==> config.mk <==
export PLATFORM = sky130hd
export DESIGN_NAME = cidw_ctrl
export DESIGN_NICKNAME = d
export VERILOG_FILES = /design/src/rtl/core/cidw_pkg.sv /design/src/rtl/core/cidw_ctrl.sv
export SDC_FILE = /design/constraint.sdc
export NUM_CORES = 1
export LEC_CHECK = 0
export BUFFER_PORTS_ARGS = -buffer_cell sky130_fd_sc_hd__buf_4
export CAP_MARGIN = 20
export CORE_AREA = 8 8 45 47
export CTS_CLUSTER_DIAMETER = 30
export DETAILED_ROUTE_END_ITERATION = 12
export DIE_AREA = 0 0 53 55
export SLEW_MARGIN = 20
export SYNTH_ARGS = -nofsm -noshare
export SYNTH_HDL_FRONTEND = slang
export SYNTH_SLANG_ARGS = --single-unit
==> constraint.sdc <==
create_clock -name clk -period 3.55 [get_ports clk]
set_input_delay 0.1775 -clock clk [delete_from_list [all_inputs] [get_ports clk]]
set_output_delay 0.1775 -clock clk [all_outputs]
set_load 0.01 [all_outputs]
==> src/rtl/core/cidw_pkg.sv <==
`default_nettype none

package cidw_pkg;

  localparam int COORD_W  = 8;
  localparam int FRAC_W   = 16;
  localparam int WEIGHT_W = 17;
  localparam int CFG_W    = 9;
  localparam int INDEX_W  = 1;

  localparam logic [INDEX_W-1:0] REG_COLUMNS = 1'b0;
  localparam logic [INDEX_W-1:0] REG_ROWS    = 1'b1;

  localparam logic ACT_WRITE = 1'b0;
  localparam logic ACT_QUERY = 1'b1;

  typedef struct packed {
    logic load;
    logic clear;
    logic write;
    logic scan;
    logic div_init;
    logic div_step;
  } cmd_t;

  typedef struct packed {
    logic clear_last;
    logic scan_last;
    logic pipe_busy;
    logic div_last;
  } sts_t;

endpackage

`default_nettype wire

==> src/rtl/core/cidw_ctrl.sv <==
`default_nettype none

module cidw_ctrl import cidw_pkg::*; (
  input  wire logic clk,
  input  wire logic rst,
  input  wire logic start,
  input  wire logic action,
  input  wire sts_t sts,
  output cmd_t      cmd,
  output logic      busy,
  output logic      done
);

  localparam logic [2:0] ST_CLEAR = 3'd0;
  localparam logic [2:0] ST_IDLE  = 3'd1;
  localparam logic [2:0] ST_WRITE = 3'd2;
  localparam logic [2:0] ST_SCAN  = 3'd3;
  localparam logic [2:0] ST_DRAIN = 3'd4;
  localparam logic [2:0] ST_DINIT = 3'd5;
  localparam logic [2:0] ST_DIV   = 3'd6;
  localparam logic [2:0] ST_DONE  = 3'd7;

  logic [2:0] state;
  logic [2:0] state_next;

  always_ff @(posedge clk) begin
    if (rst) begin
      state <= ST_CLEAR;
    end else begin
      state <= state_next;
    end
  end

  always_comb begin
    state_next = state;
    cmd        = '0;
    unique case (state)
      ST_CLEAR: begin
        cmd.clear = 1'b1;
        if (sts.clear_last) begin
          state_next = ST_IDLE;
        end
      end
      ST_IDLE: begin
        if (start) begin
          cmd.load   = 1'b1;
          state_next = (action == ACT_QUERY) ? ST_SCAN : ST_WRITE;
        end
      end
      ST_WRITE: begin
        cmd.write  = 1'b1;
        state_next = ST_IDLE;
      end
      ST_SCAN: begin
        cmd.scan = 1'b1;
        if (sts.scan_last) begin
          state_next = ST_DRAIN;
        end
      end
      ST_DRAIN: begin
        if (!sts.pipe_busy) begin
          state_next = ST_DINIT;
        end
      end
      ST_DINIT: begin
        cmd.div_init = 1'b1;
        state_next   = ST_DIV;
      end
      ST_DIV: begin
        cmd.div_step = 1'b1;
        if (sts.div_last) begin
          state_next = ST_DONE;
        end
      end
      ST_DONE: begin
        state_next = ST_IDLE;
      end
      default: begin
        state_next = ST_IDLE;
      end
    endcase
  end

  assign busy = state != ST_IDLE;
  assign done = state == ST_DONE;

  a_done_after_div: assert property (@(posedge clk) disable iff (rst)
    done |-> $past(state) == ST_DIV) else $error("result beat without a finished divide");

  a_exclusive_cmds: assert property (@(posedge clk) disable iff (rst)
    cmd.scan |-> !cmd.write && !cmd.clear && !cmd.div_step)
    else $error("window scan overlaps another store or divide command");

endmodule

`default_nettype wire

==> impl_metrics.csv <==
group,metric,value,unit
outcome,status,"completed",
clock_tree,path_clk_slew,0.04,ns
layout,fill_cells,157,
worst_setup_path,r2r_cells,4,
flow_run,maxCapViolations,0,
power_and_ir_drop,p_per_area,391.3,nW/um^2
routing,routed_wl,743,um
sta,post-route-min-period,1.427,ns
worst_setup_path,crit_path_end_kind,"output port",
synth,ys_seq_elements,3,
layout,areaGrowthSynthToFinish,62.30,%
synth,syn_avg_cell_area,7.242,sq um
layout,final_cell_mix,"buf_4, nand2_1, a21oi_1",
global_route,grt_remaining_overflow,0,
worst_setup_path,crit_path_end,"cmd[2]",
clock_tree,post_cts_buffers,0,
worst_setup_path,critPathSlowestCell,"dfxtp_1",
placed_design,dpl.hpwl,569,um
layout,layout_top_registers,"state: 3 flops",
layout,final_nets,59,
sta,setup_ws,2.123,ns
worst_setup_path,cp_slowest_stage_delay,0.57,ns
layout,finish.utilization,0.2803,
sta,rsz0062_at_grt,"no",
sta,worst_pin_slew,0.4262,ns
routing,firstDrtPassIters,2,
floorplanning,dieWidth,53,um
hold_path,hold_class,"in -> reg",
synth,ys_warn_count,0,
routing,detail_route.iter0.violations,1,
routing,routedWlPerCell,11.26,um
routing,routed_via_density,4.561,
layout,drive_gt1_frac,0.4400,
worst_setup_path,crit_path_start_kind,"flip-flop",
floorplanning,dieArea,2915,sq um
clock_tree,clock_latency,0.24,ns
clock_tree,cts_hold_buffers,0,
synth,yosysSeqAreaShare,0.2513,
synth,synth_top_area_cell,"dfxtp_1",
power_and_ir_drop,p_clk_frac,0.417,
floorplanning,num_rows,14,
placed_design,placed_area,361.6,sq um
global_route,grt_start_max_net_pins,16,
routing,vias,301,
sta,timing.slew.headroom,0.7155,
synth,yosysUniqueCellTypes,18,
synth,syn_inst,33,
synth,netlist.area_leader.share,0.2513,
power_and_ir_drop,p_leak,0.1802,nW
power_and_ir_drop,sw_frac_of_total,0.3162,
sta,fin_crit_sh,0.4020,
clock_tree,ctsResizeCount,0,
sta,setup_violations,0,
worst_setup_path,critical_path_class,"reg -> out",
clock_tree,cts-root-buf,"clkbuf_4",
worst_setup_path,startpoint,"state[0]",
layout,regMostFlops,"state",
routing,drtAntennaViolNets,0,
power_and_ir_drop,p_int,0.1038,mW
layout,final_area,387.9,sq um
clock_tree,cts_made_buffers,3,
sta,fmax,700.8,MHz
global_route,grt_pass1_vias,282,
global_route,grt_pass1_wl,1.138,mm
worst_setup_path,r2r-end,"state[0]",
power_and_ir_drop,power_frac_comb,0.281,
sta,skew,0.006571,ns
worst_setup_path,path_cells,"nand2_1, nor2_1, buf_4",
sta,final-hold-violation-count,0,
power_and_ir_drop,power_switching,0.04799,mW
clock_tree,cts.sinks,3,
placed_design,port-buffer-count,15,
synth,synth_nets,41,
worst_setup_path,critPathMaxFanout,15,
floorplanning,start_util,0.1727,
worst_setup_path,cp.arrival,1.25,ns
layout,mostFrequentLayoutCell,"buf_4",
power_and_ir_drop,p_seq_frac,0.302,
worst_setup_path,r2r_start,"state[0]",
placed_design,post-place-ws,2.124,ns
floorplanning,die_y,55,um
synth,synth_area,239.0,sq um
worst_setup_path,reg2reg_slack,2.13,ns
routing,drc_errors,0,
synth,ys_top_cells_by_area,"dfxtp_1, a21oi_1, nand2_1",
clock_tree,cts.path.max_buffers,2,
placed_design,gp_congestion,0.7036,
worst_setup_path,required,3.37,ns
sta,slew_viol_final,0,
global_route,track_usage,0.05728,
layout,antennaDiodeCount,0,
power_and_ir_drop,peakVddDrop,0.08652,mV
floorplanning,io_pins,16,
layout,largest_reg_flops,3,
global_route,antenna_found_initial,0,
floorplanning,coreArea,1384,sq um
sta,setup_tns,0,ns
clock_tree,h-tree-depth,1,
clock_tree,tritoncts,"yes",
per-layer routing:
layer / track usage / share of wire
met1: 0.04690 / 0.39
met2: 0.08203 / 0.46
met3: 0.02941 / 0.11
met4: 0.09052 / 0.039
met5: 0 / 0
power by group through the flow:
stage	registers, mW	logic [mW]	clock network [mW]
final	0.0459	0.0426	0.0633
after global routing	0.0471	0.0470	0.0666
after CTS	0.0458	0.0434	0.0658
after detailed placement	0.0466	0.0429	0
after global placement	0.0463	0.0434	0
after floorplan	0.0410	0.0287	0
per-stage QoR:
| step | power, mW | hold WS [ns] | std cells |
|---|---|---|---|
| after floorplan | 0.06979 | 0.2466 | 33 |
| after global placement | 0.08968 | 0.3616 | 62 |
| after detailed placement | 0.08948 | 0.3602 | 62 |
| after CTS | 0.1550 | 0.1014 | 66 |
| after global routing | 0.1607 | 0.1115 | 66 |
| final | 0.1518 | 0.1089 | 66 |
cells in the mapped netlist:
library cell / count
and4bb_1: 1
dfxtp_1: 3
inv_1: 1
nand2_1: 5
buf_2: 2
a21o_2: 1
nand3_1: 1
a21oi_1: 4
a21oi_2: 1
and3_1: 2
and3_2: 1
nor3b_1: 2
nor2_1: 3
a211oi_1: 1
a311oi_1: 1
nor3_1: 2
o21ai_2: 1
mux2i_1: 1
worst min-delay path by stage:
stage	startpoint	slack, ns	end	cells after the start
after global routing	rst	0.11	state[1]	2
after detailed placement	rst	0.36	state[2]	2
after global placement	rst	0.36	state[2]	2
after floorplan	rst	0.25	state[2]	1
after CTS	rst	0.10	state[0]	2
final	rst	0.11	state[0]	2
area by class of cell:
type | instances | area [sq um] | share of cell area
inverters | 1 | 3.754 | 0.009677
well taps | 16 | 20.02 | 0.05161
multi-input cells | 27 | 165.2 | 0.4258
clock buffers | 4 | 26.28 | 0.06774
flip-flops and latches | 3 | 60.06 | 0.1548
repair buffers | 15 | 112.6 | 0.2903
critical path, delay by kind of cell, from the launching register on:
family	cells	cell delay [ns]
buffers and inverters	1	0.15
DFF	1	0.57
and+or+nand+nor	2	0.28
cell families (layout without fill, tap and decap cells):
group	Yosys count	after routing	share of synthesized area
simple gates	17	17	0.3874
compound gates	9	9	0.2618
buf+inv	3	20	0.05758
mux	1	1	0.04189
flops	3	3	0.2513
No activity file was read; power rests on OpenSTA's default activity.
